===== src/rtl/core/crbd_pkg.sv =====
// ----------------------------------------------------------------------------
// crbd_pkg
// Shared types and constants of the diagonal-first CSR row builder.
// ----------------------------------------------------------------------------
package crbd_pkg;

  // Fixed field widths of the request payloads.
  localparam int unsigned ColW    = 16;
  localparam int unsigned ValW    = 64;
  localparam int unsigned Col1W   = 17;
  localparam int unsigned RowPtrW = 25;
  localparam int unsigned StatW   = 2;

  // One buffer entry holds the column above the value bits.
  localparam int unsigned EntryW  = ColW + ValW;

  // Result status codes.
  typedef enum logic [StatW-1:0] {
    STAT_OK           = 2'd0,
    STAT_MISSING_DIAG = 2'd1,
    STAT_OVERFLOW     = 2'd2
  } status_e;

  // Controller states.
  typedef enum logic [1:0] {
    ST_FILL,
    ST_DRAIN,
    ST_FLAG
  } state_e;

  // A buffer read issued by the controller, with its side information.
  typedef struct packed {
    logic               issue;
    logic               last;
    logic [RowPtrW-1:0] ptr;
  } rd_issue_t;

  // A single flagged result for a row that cannot be emitted.
  typedef struct packed {
    logic               push;
    status_e            status;
    logic [RowPtrW-1:0] ptr;
  } err_push_t;

  // Space reported by the output stage.
  typedef struct packed {
    logic rd_free;
    logic err_free;
  } out_stat_t;

endpackage


===== src/rtl/core/crbd_if.sv =====
// ----------------------------------------------------------------------------
// crbd_if
// Valid/ready channels carrying entry requests in and result requests out.
// ----------------------------------------------------------------------------
interface crbd_in_if;
  logic        valid;
  logic        ready;
  logic [15:0] column;
  logic [63:0] entry_value;
  logic        row_end;
  logic        matrix_start;

  modport source (output valid, column, entry_value, row_end, matrix_start, input ready);
  modport sink   (input valid, column, entry_value, row_end, matrix_start, output ready);
endinterface

interface crbd_out_if;
  logic        valid;
  logic        ready;
  logic [16:0] column_one_based;
  logic [63:0] value_bits;
  logic [24:0] row_pointer;
  logic        last;
  logic [1:0]  status;

  modport source (output valid, column_one_based, value_bits, row_pointer, last, status,
                  input ready);
  modport sink   (input valid, column_one_based, value_bits, row_pointer, last, status,
                  output ready);
endinterface


===== src/rtl/core/crbd_row_mem.sv =====
// ----------------------------------------------------------------------------
// crbd_row_mem
// Row buffer: one write port and one read port with registered read data.
// ----------------------------------------------------------------------------
module crbd_row_mem
  import crbd_pkg::*;
#(
  parameter int unsigned Depth = 32,
  parameter int unsigned AddrW = 5
) (
  input  logic              clk_i,
  input  logic              we_i,
  input  logic [AddrW-1:0]  waddr_i,
  input  logic [EntryW-1:0] wdata_i,
  input  logic              re_i,
  input  logic [AddrW-1:0]  raddr_i,
  output logic [EntryW-1:0] rdata_o
);

  logic [EntryW-1:0] mem_q [Depth];
  logic [EntryW-1:0] rdata_q;

  // Write port.
  always_ff @(posedge clk_i) begin
    if (we_i) begin
      mem_q[waddr_i] <= wdata_i;
    end
  end

  // Read port; the data holds until the next read.
  always_ff @(posedge clk_i) begin
    if (re_i) begin
      rdata_q <= mem_q[raddr_i];
    end
  end

  assign rdata_o = rdata_q;

endmodule


===== src/rtl/core/crbd_out_stage.sv =====
// ----------------------------------------------------------------------------
// crbd_out_stage
// Holds buffer read data in flight and the registered result request.
// ----------------------------------------------------------------------------
module crbd_out_stage
  import crbd_pkg::*;
(
  input  logic              clk_i,
  input  logic              rst_ni,
  input  rd_issue_t         rd_i,
  input  err_push_t         err_i,
  input  logic [EntryW-1:0] rdata_i,
  output out_stat_t         stat_o,
  crbd_out_if.source        out_o
);

  logic               rd_pend_q, rd_pend_d;
  logic               rd_last_q;
  logic [RowPtrW-1:0] rd_ptr_q;
  logic               out_valid_q, out_valid_d;
  logic [Col1W-1:0]   col1_q;
  logic [ValW-1:0]    val_q;
  logic [RowPtrW-1:0] ptr_q;
  logic               last_q;
  status_e            status_q;
  logic               out_free;
  logic               load_rd;

  // The result register is free when empty or being taken.
  assign out_free = !out_valid_q || out_o.ready;
  assign load_rd  = rd_pend_q && out_free;

  assign stat_o.rd_free  = !rd_pend_q || load_rd;
  assign stat_o.err_free = !rd_pend_q && out_free;

  // Pending read data and result valid flags.
  always_comb begin
    rd_pend_d = rd_pend_q;
    if (rd_i.issue) begin
      rd_pend_d = 1'b1;
    end else if (load_rd) begin
      rd_pend_d = 1'b0;
    end
    out_valid_d = out_valid_q;
    if (load_rd || err_i.push) begin
      out_valid_d = 1'b1;
    end else if (out_o.ready) begin
      out_valid_d = 1'b0;
    end
  end

  always_ff @(posedge clk_i or negedge rst_ni) begin
    if (!rst_ni) begin
      rd_pend_q   <= 1'b0;
      out_valid_q <= 1'b0;
    end else begin
      rd_pend_q   <= rd_pend_d;
      out_valid_q <= out_valid_d;
    end
  end

  // Side information travelling with a read.
  always_ff @(posedge clk_i) begin
    if (rd_i.issue) begin
      rd_last_q <= rd_i.last;
      rd_ptr_q  <= rd_i.ptr;
    end
  end

  // Result payload, from buffer data or from a flagged row.
  always_ff @(posedge clk_i) begin
    if (load_rd) begin
      col1_q   <= Col1W'(rdata_i[EntryW-1:ValW]) + Col1W'(1);
      val_q    <= rdata_i[ValW-1:0];
      ptr_q    <= rd_last_q ? rd_ptr_q : '0;
      last_q   <= rd_last_q;
      status_q <= STAT_OK;
    end else if (err_i.push) begin
      col1_q   <= '0;
      val_q    <= '0;
      ptr_q    <= err_i.ptr;
      last_q   <= 1'b1;
      status_q <= err_i.status;
    end
  end

  assign out_o.valid            = out_valid_q;
  assign out_o.column_one_based = col1_q;
  assign out_o.value_bits       = val_q;
  assign out_o.row_pointer      = ptr_q;
  assign out_o.last             = last_q;
  assign out_o.status           = StatW'(status_q);

endmodule


===== src/rtl/core/crbd_ctrl.sv =====
// ----------------------------------------------------------------------------
// crbd_ctrl
// Row fill and drain sequencer: tracks the row, the diagonal and the totals,
// and issues buffer reads in diagonal-first order.
// ----------------------------------------------------------------------------
module crbd_ctrl
  import crbd_pkg::*;
#(
  parameter int unsigned MaxRowNz = 32,
  parameter int unsigned MaxDim   = 65536,
  parameter int unsigned MaxNnz   = 16777216,
  parameter int unsigned AddrW    = 5
) (
  input  logic             clk_i,
  input  logic             rst_ni,
  input  logic             in_valid_i,
  output logic             in_ready_o,
  input  logic [ColW-1:0]  column_i,
  input  logic             row_end_i,
  input  logic             matrix_start_i,
  output logic             mem_we_o,
  output logic [AddrW-1:0] mem_waddr_o,
  output logic             mem_re_o,
  output logic [AddrW-1:0] mem_raddr_o,
  output rd_issue_t        rd_o,
  output err_push_t        err_o,
  input  out_stat_t        stat_i
);

  localparam int unsigned CntW = $clog2(MaxRowNz + 1);
  localparam int unsigned RowW = $clog2(MaxDim);
  localparam int unsigned TotW = $clog2(MaxNnz + 1);
  localparam int unsigned SumW = TotW + 7;

  state_e              state_q, state_d;
  logic [CntW-1:0]     count_q, count_d;
  logic [AddrW-1:0]    diag_pos_q, diag_pos_d;
  logic                diag_found_q, diag_found_d;
  logic                ovf_q, ovf_d;
  logic [RowW-1:0]     row_q, row_d;
  logic [TotW-1:0]     total_q, total_d;
  logic [CntW-1:0]     drn_idx_q, drn_idx_d;
  logic [CntW-1:0]     drn_len_q, drn_len_d;
  logic [AddrW-1:0]    drn_pos_q, drn_pos_d;
  logic [RowPtrW-1:0]  drn_ptr_q, drn_ptr_d;
  status_e             err_stat_q, err_stat_d;

  logic                accept;
  logic [CntW-1:0]     eff_count;
  logic [AddrW-1:0]    eff_pos;
  logic                eff_found;
  logic                eff_ovf;
  logic [RowW-1:0]     eff_row;
  logic [TotW-1:0]     eff_total;
  logic                room;
  logic                hit;
  logic [CntW-1:0]     new_count;
  logic [AddrW-1:0]    new_pos;
  logic                new_found;
  logic                new_ovf;
  logic [SumW-1:0]     sum;
  logic [TotW-1:0]     new_total;
  logic [RowW-1:0]     next_row;
  logic                drn_last;

  assign in_ready_o = (state_q == ST_FILL);
  assign accept     = in_valid_i && in_ready_o;

  // Row state as seen by this entry; a matrix start clears it first.
  always_comb begin
    eff_count = matrix_start_i ? '0 : count_q;
    eff_pos   = matrix_start_i ? '0 : diag_pos_q;
    eff_found = matrix_start_i ? 1'b0 : diag_found_q;
    eff_ovf   = matrix_start_i ? 1'b0 : ovf_q;
    eff_row   = matrix_start_i ? '0 : row_q;
    eff_total = matrix_start_i ? '0 : total_q;
  end

  // Buffer the entry if there is room and note a diagonal hit.
  always_comb begin
    room      = (eff_count < CntW'(MaxRowNz));
    hit       = room && (column_i == ColW'(eff_row));
    new_count = eff_count + CntW'(room);
    new_pos   = hit ? eff_count[AddrW-1:0] : eff_pos;
    new_found = eff_found || hit;
    new_ovf   = eff_ovf || !room;
    sum       = SumW'(eff_total) + SumW'(new_count);
    new_total = (sum > SumW'(MaxNnz)) ? TotW'(MaxNnz) : sum[TotW-1:0];
    next_row  = (eff_row == RowW'(MaxDim - 1)) ? '0 : eff_row + RowW'(1);
  end

  assign mem_we_o    = accept && room;
  assign mem_waddr_o = eff_count[AddrW-1:0];

  // Diagonal-first read order: slot zero and the diagonal slot trade places.
  assign drn_last = ((drn_idx_q + CntW'(1)) == drn_len_q);

  always_comb begin
    if (drn_idx_q == '0) begin
      mem_raddr_o = drn_pos_q;
    end else if (drn_idx_q[AddrW-1:0] == drn_pos_q) begin
      mem_raddr_o = '0;
    end else begin
      mem_raddr_o = drn_idx_q[AddrW-1:0];
    end
  end

  // Next state and outputs.
  always_comb begin
    state_d      = state_q;
    count_d      = count_q;
    diag_pos_d   = diag_pos_q;
    diag_found_d = diag_found_q;
    ovf_d        = ovf_q;
    row_d        = row_q;
    total_d      = total_q;
    drn_idx_d    = drn_idx_q;
    drn_len_d    = drn_len_q;
    drn_pos_d    = drn_pos_q;
    drn_ptr_d    = drn_ptr_q;
    err_stat_d   = err_stat_q;
    mem_re_o     = 1'b0;
    rd_o.issue   = 1'b0;
    rd_o.last    = drn_last;
    rd_o.ptr     = drn_ptr_q;
    err_o.push   = 1'b0;
    err_o.status = err_stat_q;
    err_o.ptr    = drn_ptr_q;

    unique case (state_q)
      ST_FILL: begin
        if (accept) begin
          total_d = eff_total;
          row_d   = eff_row;
          if (!row_end_i) begin
            count_d      = new_count;
            diag_pos_d   = new_pos;
            diag_found_d = new_found;
            ovf_d        = new_ovf;
          end else begin
            count_d      = '0;
            diag_pos_d   = '0;
            diag_found_d = 1'b0;
            ovf_d        = 1'b0;
            row_d        = next_row;
            drn_idx_d    = '0;
            drn_len_d    = new_count;
            drn_pos_d    = new_pos;
            if (new_ovf || !new_found) begin
              // Flagged row: one result, the total stays as it is.
              err_stat_d = new_ovf ? STAT_OVERFLOW : STAT_MISSING_DIAG;
              drn_ptr_d  = RowPtrW'(eff_total) + RowPtrW'(1);
              state_d    = ST_FLAG;
            end else begin
              total_d   = new_total;
              drn_ptr_d = RowPtrW'(new_total) + RowPtrW'(1);
              state_d   = ST_DRAIN;
            end
          end
        end
      end
      ST_DRAIN: begin
        if (stat_i.rd_free) begin
          mem_re_o   = 1'b1;
          rd_o.issue = 1'b1;
          drn_idx_d  = drn_idx_q + CntW'(1);
          if (drn_last) begin
            state_d = ST_FILL;
          end
        end
      end
      ST_FLAG: begin
        if (stat_i.err_free) begin
          err_o.push = 1'b1;
          state_d    = ST_FILL;
        end
      end
      default: begin
        state_d = ST_FILL;
      end
    endcase
  end

  // Control registers.
  always_ff @(posedge clk_i or negedge rst_ni) begin
    if (!rst_ni) begin
      state_q      <= ST_FILL;
      count_q      <= '0;
      diag_pos_q   <= '0;
      diag_found_q <= 1'b0;
      ovf_q        <= 1'b0;
      row_q        <= '0;
      total_q      <= '0;
      drn_idx_q    <= '0;
    end else begin
      state_q      <= state_d;
      count_q      <= count_d;
      diag_pos_q   <= diag_pos_d;
      diag_found_q <= diag_found_d;
      ovf_q        <= ovf_d;
      row_q        <= row_d;
      total_q      <= total_d;
      drn_idx_q    <= drn_idx_d;
    end
  end

  // Drain descriptor of the row being emitted.
  always_ff @(posedge clk_i) begin
    drn_len_q  <= drn_len_d;
    drn_pos_q  <= drn_pos_d;
    drn_ptr_q  <= drn_ptr_d;
    err_stat_q <= err_stat_d;
  end

`ifndef SYNTHESIS
  // The fill count never passes the buffer depth.
  a_count_range: assert property (@(posedge clk_i) disable iff (!rst_ni)
    count_q <= CntW'(MaxRowNz))
    else $error("row fill count beyond buffer depth");

  // While draining, the read index stays inside the row.
  a_drain_index: assert property (@(posedge clk_i) disable iff (!rst_ni)
    (state_q == ST_DRAIN) |-> (drn_idx_q < drn_len_q))
    else $error("drain index beyond row length");

  // The diagonal slot of a draining row lies inside the row.
  a_drain_diag: assert property (@(posedge clk_i) disable iff (!rst_ni)
    (state_q == ST_DRAIN) |-> (CntW'(drn_pos_q) < drn_len_q))
    else $error("diagonal slot beyond row length");

  // Issuing the last read of a row returns to filling.
  a_drain_done: assert property (@(posedge clk_i) disable iff (!rst_ni)
    (rd_o.issue && rd_o.last) |=> (state_q == ST_FILL))
    else $error("drain did not finish after last read");
`endif

endmodule


===== src/rtl/core/csr_row_builder_diagonal_first.sv =====
// The block takes one nonzero entry request per cycle while it fills a row. When
// an entry with row_end is taken, it stops taking requests and reads the row
// buffer back, one entry per cycle while the result stage has room for it,
// through the buffer's single read port, with the diagonal entry first. A row
// that overflows the buffer or has no diagonal entry gives a single flagged
// result instead. The last drain read overlaps the filling of the next row, and
// a result register lets the next request be taken while a result waits. The
// buffer needs no clearing pass after reset.
// ----------------------------------------------------------------------------
// csr_row_builder_diagonal_first
// Builds CSR rows from row-major nonzero entries, diagonal entry first.
// ----------------------------------------------------------------------------
module csr_row_builder_diagonal_first
  import crbd_pkg::*;
#(
  parameter int unsigned MAX_ROW_NZ = 32,
  parameter int unsigned MAX_DIM    = 65536,
  parameter int unsigned MAX_NNZ    = 16777216
) (
  input  logic       clk_i,
  input  logic       rst_ni,
  crbd_in_if.sink    in_i,
  crbd_out_if.source out_o
);

  localparam int unsigned AddrW = (MAX_ROW_NZ > 1) ? $clog2(MAX_ROW_NZ) : 1;

  logic              mem_we;
  logic [AddrW-1:0]  mem_waddr;
  logic              mem_re;
  logic [AddrW-1:0]  mem_raddr;
  logic [EntryW-1:0] mem_wdata;
  logic [EntryW-1:0] mem_rdata;
  rd_issue_t         rd_issue;
  err_push_t         err_push;
  out_stat_t         out_stat;

  // Buffer entries carry the column above the value bits.
  assign mem_wdata = {in_i.column, in_i.entry_value};

  // Fill and drain sequencer.
  crbd_ctrl #(
    .MaxRowNz (MAX_ROW_NZ),
    .MaxDim   (MAX_DIM),
    .MaxNnz   (MAX_NNZ),
    .AddrW    (AddrW)
  ) u_ctrl (
    .clk_i          (clk_i),
    .rst_ni         (rst_ni),
    .in_valid_i     (in_i.valid),
    .in_ready_o     (in_i.ready),
    .column_i       (in_i.column),
    .row_end_i      (in_i.row_end),
    .matrix_start_i (in_i.matrix_start),
    .mem_we_o       (mem_we),
    .mem_waddr_o    (mem_waddr),
    .mem_re_o       (mem_re),
    .mem_raddr_o    (mem_raddr),
    .rd_o           (rd_issue),
    .err_o          (err_push),
    .stat_i         (out_stat)
  );

  // Row buffer.
  crbd_row_mem #(
    .Depth (MAX_ROW_NZ),
    .AddrW (AddrW)
  ) u_row_mem (
    .clk_i   (clk_i),
    .we_i    (mem_we),
    .waddr_i (mem_waddr),
    .wdata_i (mem_wdata),
    .re_i    (mem_re),
    .raddr_i (mem_raddr),
    .rdata_o (mem_rdata)
  );

  // Result register.
  crbd_out_stage u_out_stage (
    .clk_i   (clk_i),
    .rst_ni  (rst_ni),
    .rd_i    (rd_issue),
    .err_i   (err_push),
    .rdata_i (mem_rdata),
    .stat_o  (out_stat),
    .out_o   (out_o)
  );

endmodule

===== src/flat_wrapper.sv =====
// flat-port wrapper written by rule: the top's interface ports become plain ports
module csr_row_builder_diagonal_first_flat import crbd_pkg::*;
#(
  parameter int unsigned MAX_ROW_NZ = 32,
  parameter int unsigned MAX_DIM    = 65536,
  parameter int unsigned MAX_NNZ    = 16777216
)
  (clk_i, rst_ni, in_i_valid, in_i_column, in_i_entry_value, in_i_row_end, in_i_matrix_start, in_i_ready, out_o_valid, out_o_column_one_based, out_o_value_bits, out_o_row_pointer, out_o_last, out_o_status, out_o_ready);
  crbd_in_if in_i_i ();
  crbd_out_if out_o_i ();
  input  logic clk_i;
  input  logic rst_ni;
  input wire logic [$bits(in_i_i.valid)-1:0] in_i_valid;
  input wire logic [$bits(in_i_i.column)-1:0] in_i_column;
  input wire logic [$bits(in_i_i.entry_value)-1:0] in_i_entry_value;
  input wire logic [$bits(in_i_i.row_end)-1:0] in_i_row_end;
  input wire logic [$bits(in_i_i.matrix_start)-1:0] in_i_matrix_start;
  output wire logic [$bits(in_i_i.ready)-1:0] in_i_ready;
  output wire logic [$bits(out_o_i.valid)-1:0] out_o_valid;
  output wire logic [$bits(out_o_i.column_one_based)-1:0] out_o_column_one_based;
  output wire logic [$bits(out_o_i.value_bits)-1:0] out_o_value_bits;
  output wire logic [$bits(out_o_i.row_pointer)-1:0] out_o_row_pointer;
  output wire logic [$bits(out_o_i.last)-1:0] out_o_last;
  output wire logic [$bits(out_o_i.status)-1:0] out_o_status;
  input wire logic [$bits(out_o_i.ready)-1:0] out_o_ready;
  assign in_i_i.valid = in_i_valid;
  assign in_i_i.column = in_i_column;
  assign in_i_i.entry_value = in_i_entry_value;
  assign in_i_i.row_end = in_i_row_end;
  assign in_i_i.matrix_start = in_i_matrix_start;
  assign in_i_ready = in_i_i.ready;
  assign out_o_valid = out_o_i.valid;
  assign out_o_column_one_based = out_o_i.column_one_based;
  assign out_o_value_bits = out_o_i.value_bits;
  assign out_o_row_pointer = out_o_i.row_pointer;
  assign out_o_last = out_o_i.last;
  assign out_o_status = out_o_i.status;
  assign out_o_i.ready = out_o_ready;
  csr_row_builder_diagonal_first #(.MAX_ROW_NZ(MAX_ROW_NZ), .MAX_DIM(MAX_DIM), .MAX_NNZ(MAX_NNZ)) u_core (.clk_i(clk_i), .rst_ni(rst_ni), .in_i(in_i_i), .out_o(out_o_i));
endmodule

===== config.mk =====
export PLATFORM = sky130hd
export DESIGN_NAME = csr_row_builder_diagonal_first_flat
export DESIGN_NICKNAME = d
export VERILOG_FILES = /design/src/rtl/core/crbd_pkg.sv /design/src/rtl/core/crbd_if.sv /design/src/rtl/core/crbd_row_mem.sv /design/src/rtl/core/crbd_out_stage.sv /design/src/rtl/core/crbd_ctrl.sv /design/src/rtl/core/csr_row_builder_diagonal_first.sv /design/src/flat_wrapper.sv
export SDC_FILE = /design/constraint.sdc
export NUM_CORES = 2
export LEC_CHECK = 0
export ABC_AREA = 1
export BUFFER_PORTS_ARGS = -buffer_cell sky130_fd_sc_hd__buf_2
export CAP_MARGIN = 10
export CORE_UTILIZATION = 50
export CTS_CLUSTER_SIZE = 16
export DETAILED_ROUTE_END_ITERATION = 12
export PLACE_DENSITY = 0.63
export SETUP_SLACK_MARGIN = 0.05
export SKIP_CTS_REPAIR_TIMING = 1
export SYNTH_ARGS = -nofsm -noshare
export SYNTH_HDL_FRONTEND = slang
export SYNTH_SLANG_ARGS = --single-unit
export TNS_END_PERCENT = 50

===== constraint.sdc =====
create_clock -name clk_i -period 9.2 [get_ports clk_i]
set_input_delay 0.92 -clock clk_i [delete_from_list [all_inputs] [get_ports clk_i]]
set_output_delay 0.92 -clock clk_i [all_outputs]
set_load 0.01 [all_outputs]

Word-level counts from Yosys, hierarchy flattened
Memories as Yosys holds them, arrays and structs flattened. A register that Yosys moved wholly into a read port is not among the register bits.
Cells that the tools add are included.
{ "op_classes": {"add_sub_neg": 7, "order_cmp": 2, "eq_ne": 11, "muxes": 50, "reduce_logical": 26} }
{ "op_table": {"columns": ["op", "n"], "rows": [
  ["$mux 25", 8],
  ["$mux 64", 2],
  ["$add 25x1->25 const B", 2],
  ["$mux 16", 3],
  ["$mux 17", 2],
  ["$mux 6", 5],
  ["$add 25x6->26", 1],
  ["$gt 26x25->1 const B", 1],
  ["$mux 5", 5],
  ["$add 16x1->17 const B", 1],
  ["$add 16x1->16 const B", 1],
  ["$eq 16x16->1", 1],
  ["$eq 16x16->1 const B", 1],
  ["$mux 1", 16],
  ["$mux 2", 7],
  ["$pmux 6 s2", 1],
  ["$reduce_and 4->1", 2],
  ["$reduce_bool 2->1", 4],
  ["$add 6x1->6", 1],
  ["$add 6x1->6 const B", 1],
  ["$eq 6x6->1", 1],
  ["$logic_not 6->1", 1],
  ["$logic_or 1x1->1", 6],
  ["$lt 6x6->1 const B", 1],
  ["other kinds (12)", 22]
]} }
{ "totals": {"ff_bits": 237, "ram_bits": 2560, "inputBits": 86, "out_inout_bits": 111, "wordCells": 118, "mem_count": 1} }
{ "memory_table": {"columns": ["memory", "words", "width", "rd", "rd_ports_with_merged_regs", "write_ports", "line", "text"], "rows": [
  ["u_core.u_row_mem.mem_q", 32, 80, 1, 1, 1, "crbd_row_mem.sv:20", "logic [EntryW-1:0] mem_q [Depth];"]
]} }

Longest topological paths before layout
{ "logic_depth": {"word_depth": 10, "ltp_mapped": 37, "mapped_depth_nobuf": 33} }

By module
Synthesis repeated with hierarchy kept, for this count alone.
{ "hier_totals": {"cells_unflattened": 9966, "area_unflattened_um2": 117091.0} }
{ "by_module_without_submodules": {"columns": ["mod", "instances", "cells_per_inst", "area_each_um2"], "rows": [
  ["crbd_row_mem", 1, 8450, 104375.1],
  ["crbd_ctrl", 1, 1038, 7191.9],
  ["crbd_out_stage", 1, 478, 5524.0]
]} }

Worst setup path before layout
No wires, ideal clock.
{ "synth_path": {"kind": "input to register", "from": "input port in_i_matrix_start", "to": "memory u_core.u_row_mem.mem_q[10][0] in the netlist's numbering (enable)", "setup_ps": 519, "t_arrival_ps": 5895, "required_ps": 8681, "setup_slack_ps": 2786, "stages": 10, "cell_sequence": "buf_6 -> buf_4 -> buf_4 -> buf_2 -> buf_1 -> clkbuf_1 -> nor2_1 -> nor2_1 -> nand3_1 -> nor2_1"} }
{ "synth_via": {"elab_chain_cells": 5} }
{ "synth_lines": {"columns": ["item", "line", "text"], "rows": [
  ["start, declared", "flat_wrapper.sv:17", "input wire logic [$bits(in_i_i.matrix_start)-1:0] in_i_matrix_start;"],
  ["$mux 6 *", "crbd_ctrl.sv:71", "eff_count = matrix_start_i ? '0 : count_q;"],
  ["$lt 6x6->1", "crbd_ctrl.sv:81", "room = (eff_count < CntW'(MaxRowNz));"],
  ["$logic_and 1x1->1", "crbd_ctrl.sv:92", "assign mem_we_o = accept && room;"],
  ["$mux 1", "crbd_row_mem.sv:25", "if (we_i) begin"],
  ["$mux 1 (implied by the code)", "crbd_row_mem.sv:26", "mem_q[waddr_i] <= wdata_i;"],
  ["end, declared", "crbd_row_mem.sv:20", null]
]} }
Mark *: on every way between the ends. The rest lies on a longest branch, timed or not.

Worst setup path in the final report
{ "layout_path": {"from": "register u_core.u_ctrl.drn_idx_q[3]", "to": "register u_core.u_row_mem.rdata_q[24] (netlist: u_core.u_row_mem.rdata_o[24]), read port of u_core.u_row_mem.mem_q (data pin)"} }
{ "layout_via": {"elab_chain_cells": 3, "word_cells_on_any_way": 4, "classes_between": "eq/ne: 1; mux: 2; reduce/logical: 1"} }
{ "layout_lines": {"columns": ["item", "line", "text"], "rows": [
  ["start, declared", "crbd_ctrl.sv:42", "logic [CntW-1:0] drn_idx_q, drn_idx_d;"],
  ["start signal, assigned", "crbd_ctrl.sv:203", "drn_idx_q <= drn_idx_d;"],
  ["$eq 5x5->1", "crbd_ctrl.sv:101", "end else if (drn_idx_q[AddrW-1:0] == drn_pos_q) begin"],
  ["$mux 5", "crbd_ctrl.sv:101", null],
  ["$mux 5 *", "crbd_ctrl.sv:99", "if (drn_idx_q == '0) begin"],
  ["end, declared", "crbd_row_mem.sv:21", "logic [EntryW-1:0] rdata_q;"]
]} }
Marks and branches as above.
A chain may end at the register's enable or synchronous reset.

==> reports/results.ini <==
[run_status]
status=complete, no violations

[final_layout]
syn2layout_area_growth_pct=11.89
design_area_um2=127300
instances_no_fill=11974
final_util_pct=56.44
final_common_cell=edfxtp_1
nNetsFinal=8840
drive_above_1_share_pct=9.641
final_cell_mix=edfxtp_1 (2811), nor2_1 (1768), o21ai_0 (1604)

[setup_path]
rr_startpoint=u_core.u_ctrl.drn_idx_q[3]
r2r_slack_ns=3.78
required_ns=9.99
worst-r2r-cell-count=14
slowest_delay_ns=0.80
worst-path-buf-inv=4
r2r_end=u_core.u_row_mem.rdata_o[24]
start_kind=flip-flop
critical_path_arrival_ns=6.21
cp_max_fo=201
crit_family=buffers and inverters
crit_path_end_kind=flip-flop
cp_slowest_cell=buf_4
criticalPathCategory=reg2reg
crit_chain=xor2_1 -> nor2_1 -> and3_1 -> inv_1 -> nand3_1 -> nand2_4 -> buf_12 -> buf_4 -> buf_4 -> o21ai_0 -> o22ai_1 -> nor2_1 -> o22ai_1 -> mux2_2

[grt]
grt_first_pass_wirelength_um=470500
grt_pass1_vias=71159
grt_usage_pct=27.59
grt_start_max_net_pins=204
antenna_found_initial=23
overflow=0

[placement]
post-place-cells=11421
portBuffers=196
preCtsSetupSlack_ns=2.974
placed_cell_area_um2=117800
dp_hpwl_um=147300
routabilityCongestion=0.8291

[min_path]
holdCritPathClass=in2async

[clock_tree]
insertion_delay_ns=0.94
cts_buffer_depth=4
root_buffer=clkbuf_16
cts-htree-levels=5
clkTransAtPathRegs_ns=0.06
numCtsBuffers=312
cts.sinks=2877
cts_tree=done

[die]
die_area_um2=229500
coreArea_um2=225500
ioPinCount=197
row_count=174
dieWidth_um=479.0
die-height_um=479.0
initial_core_util_pct=50.44

[yosys]
yosys_warnings=0
syn_area_per_cell_um2=13.07
synth-seq-cells=2877
ys_types=52
ys_seq_area_share_pct=75.64
synth_flop_cell=edfxtp_1
synth_nets=8801
synth-edff-count=2811
netlist_instances=8704
synth_async_sr_flop_share_pct=2.225
syn_area_um2=113800

[sta]
fin_setup_tns_ns=0
tightestPinTransition_ns=1.302
fin_skew_ns=0.06926
slew_violations=0
rsz0062_at_grt=no
period_minus_slack_ns=5.417
setup_slack_ns=3.783
fmax_ghz=0.1846
period_share_pct=58.88
slew-limit-headroom_pct=13.02
finalSetupViolCount=0
hold_viol=0

[power_and_ir_drop]
p_clk_share_pct=42.9
intPower_w=0.02164
switching_share_pct=21.20
pwr_density_cell_nw_per_um2=215.7
p_leak_nw=41.06
p_comb_share_pct=4.2
ir_drop_mv=0.1801
p_sw_w=0.005822
seqPwrFrac_pct=52.9

[routing]
via_count=74120
first_pass_iters=6
antenna_left=0
wl_per_cell_um=26.95
viasPerCell=6.190
wl_um=322700
drt_iter0_markers=9404
post-route-drc-count=0

[run]
maxCapViolCount=0

## worst register-to-register path, cell delays in order (launching register included)
cell and delay, ns:
dfrtp_1 0.44, xor2_1 0.22, nor2_1 0.07, and3_1 0.25, inv_1 0.13, nand3_1 0.12
nand2_4 0.61, buf_12 0.78, buf_4 0.90, buf_4 0.81, o21ai_0 0.21, o22ai_1 0.16
nor2_1 0.06, o22ai_1 0.30, mux2_2 0.21
## metrics by stage
| stage | total power [W] | hold slack (ns) |
|---|---|---|
| after floorplan | 0.01543 | 0.4268 |
| after global placement | 0.01592 | 0.4367 |
| after detailed placement | 0.01594 | 0.4357 |
| after CTS | 0.02759 | 0.1840 |
| after global routing | 0.02818 | 0.2601 |
| final | 0.02746 | 0.2028 |
## layout make-up
cell class	instances	area, um2
Antenna cell	20	50.05
Clock buffer	395	8268
Clock inverter	138	1172
Fill cell	18204	98240
Inverter	255	1002
Multi-Input combinational cell	4992	24850
Sequential cell	2877	86050
Tap cell	2992	3744
Timing Repair Buffer	305	2162
## worst max-delay path by stage
stage                                          start                       endpoint  slack, ns  cells after the start
final                     u_core.u_ctrl.drn_idx_q[3]   u_core.u_row_mem.rdata_o[24]       3.78                     14
after global routing               in_i_matrix_start    u_core.u_ctrl.drn_ptr_q[18]       3.37                     33
after CTS                 u_core.u_ctrl.drn_idx_q[3]   u_core.u_row_mem.rdata_o[36]       3.87                     14
after detailed placement           in_i_matrix_start    u_core.u_ctrl.drn_ptr_q[18]       2.97                     29
after global placement             in_i_matrix_start    u_core.u_ctrl.drn_ptr_q[22]       3.08                     33
after floorplan                    in_i_matrix_start  u_core.u_row_mem.mem_q[10][0]       2.79                     10
## kinds of logic after synthesis
kind of cell,share of synthesized area [%]
mux,0.6433
fa+ha+maj,0.1276
compound gates,12.22
buf+inv,2.799
xor+xnor,0.3310
flops,75.64
simple gates,8.239
## power groups by stage
stage | logic [W] | clock network [W] | registers, W
2_1_floorplan | 0.000597 | 0 | 0.0148
3_3_place_gp | 0.00111 | 0 | 0.0148
3_5_place_dp | 0.00113 | 0 | 0.0148
4_1_cts | 0.00114 | 0.0119 | 0.0145
5_1_grt | 0.00124 | 0.0124 | 0.0145
6_report | 0.00114 | 0.0118 | 0.0145
## synth_stat cells, types with 3 or more instances
cell type | number | share of area [%]
nand2_1 | 348 | 1.1
a21oi_1 | 33 | 0.15
xnor2_1 | 10 | 0.077
nand3_1 | 126 | 0.55
o221ai_1 | 95 | 0.73
nor3_1 | 17 | 0.075
nor3b_1 | 4 | 0.026
dfrtp_1 | 64 | 1.4
nand2_2 | 14 | 0.077
a31oi_1 | 17 | 0.093
buf_1 | 20 | 0.066
nor2_1 | 1802 | 5.9
buf_2 | 8 | 0.035
inv_1 | 241 | 0.80
nand3b_1 | 4 | 0.026
clkbuf_1 | 545 | 1.8
a211oi_1 | 3 | 0.020
o211ai_1 | 39 | 0.26
o22ai_1 | 699 | 3.8
inv_2 | 12 | 0.040
nand4_1 | 18 | 0.099
buf_4 | 4 | 0.026
mux2_2 | 65 | 0.64
nand3_2 | 3 | 0.026
ha_1 | 10 | 0.11
xor2_1 | 33 | 0.25
edfxtp_1 | 2811 | 74
o21ai_0 | 1604 | 7.1
nor4_1 | 6 | 0.033
buf_6 | 3 | 0.030
nor2_4 | 4 | 0.040
o21ai_1 | 6 | 0.026
nand2_4 | 3 | 0.030
nor2_2 | 9 | 0.049
## sequential cells by signal, summed over array words and instances, names as in the netlist, 5 cells and up
register and count:
u_core.u_ctrl.count_q 6, u_core.u_ctrl.drn_pos_q 5, u_core.u_ctrl.row_q 16, u_core.u_ctrl.diag_pos_q 5, u_core.u_out_stage.rd_ptr_q 25, u_core.u_ctrl.drn_idx_q 6
u_core.u_ctrl.drn_len_q 6, u_core.u_ctrl.total_q 25, u_core.u_out_stage.out_o.row_pointer 25, u_core.u_row_mem.rdata_o 80, u_core.u_row_mem.mem_q 2560, u_core.u_ctrl.drn_ptr_q 25
u_core.u_out_stage.out_o.column_one_based 17, u_core.u_out_stage.out_o.value_bits 64
## routing by layer
metal | track usage (%) | vias to the layer above | routed length, um
li1 | - | 32358 | -
met1 | 39.98 | 37622 | 134700
met2 | 43.42 | 3508 | 149300
met3 | 3.851 | 620 | 28640
met4 | 8.620 | 12 | 9929
met5 | 0 | - | 87
No activity file was read; power rests on OpenSTA's default activity.
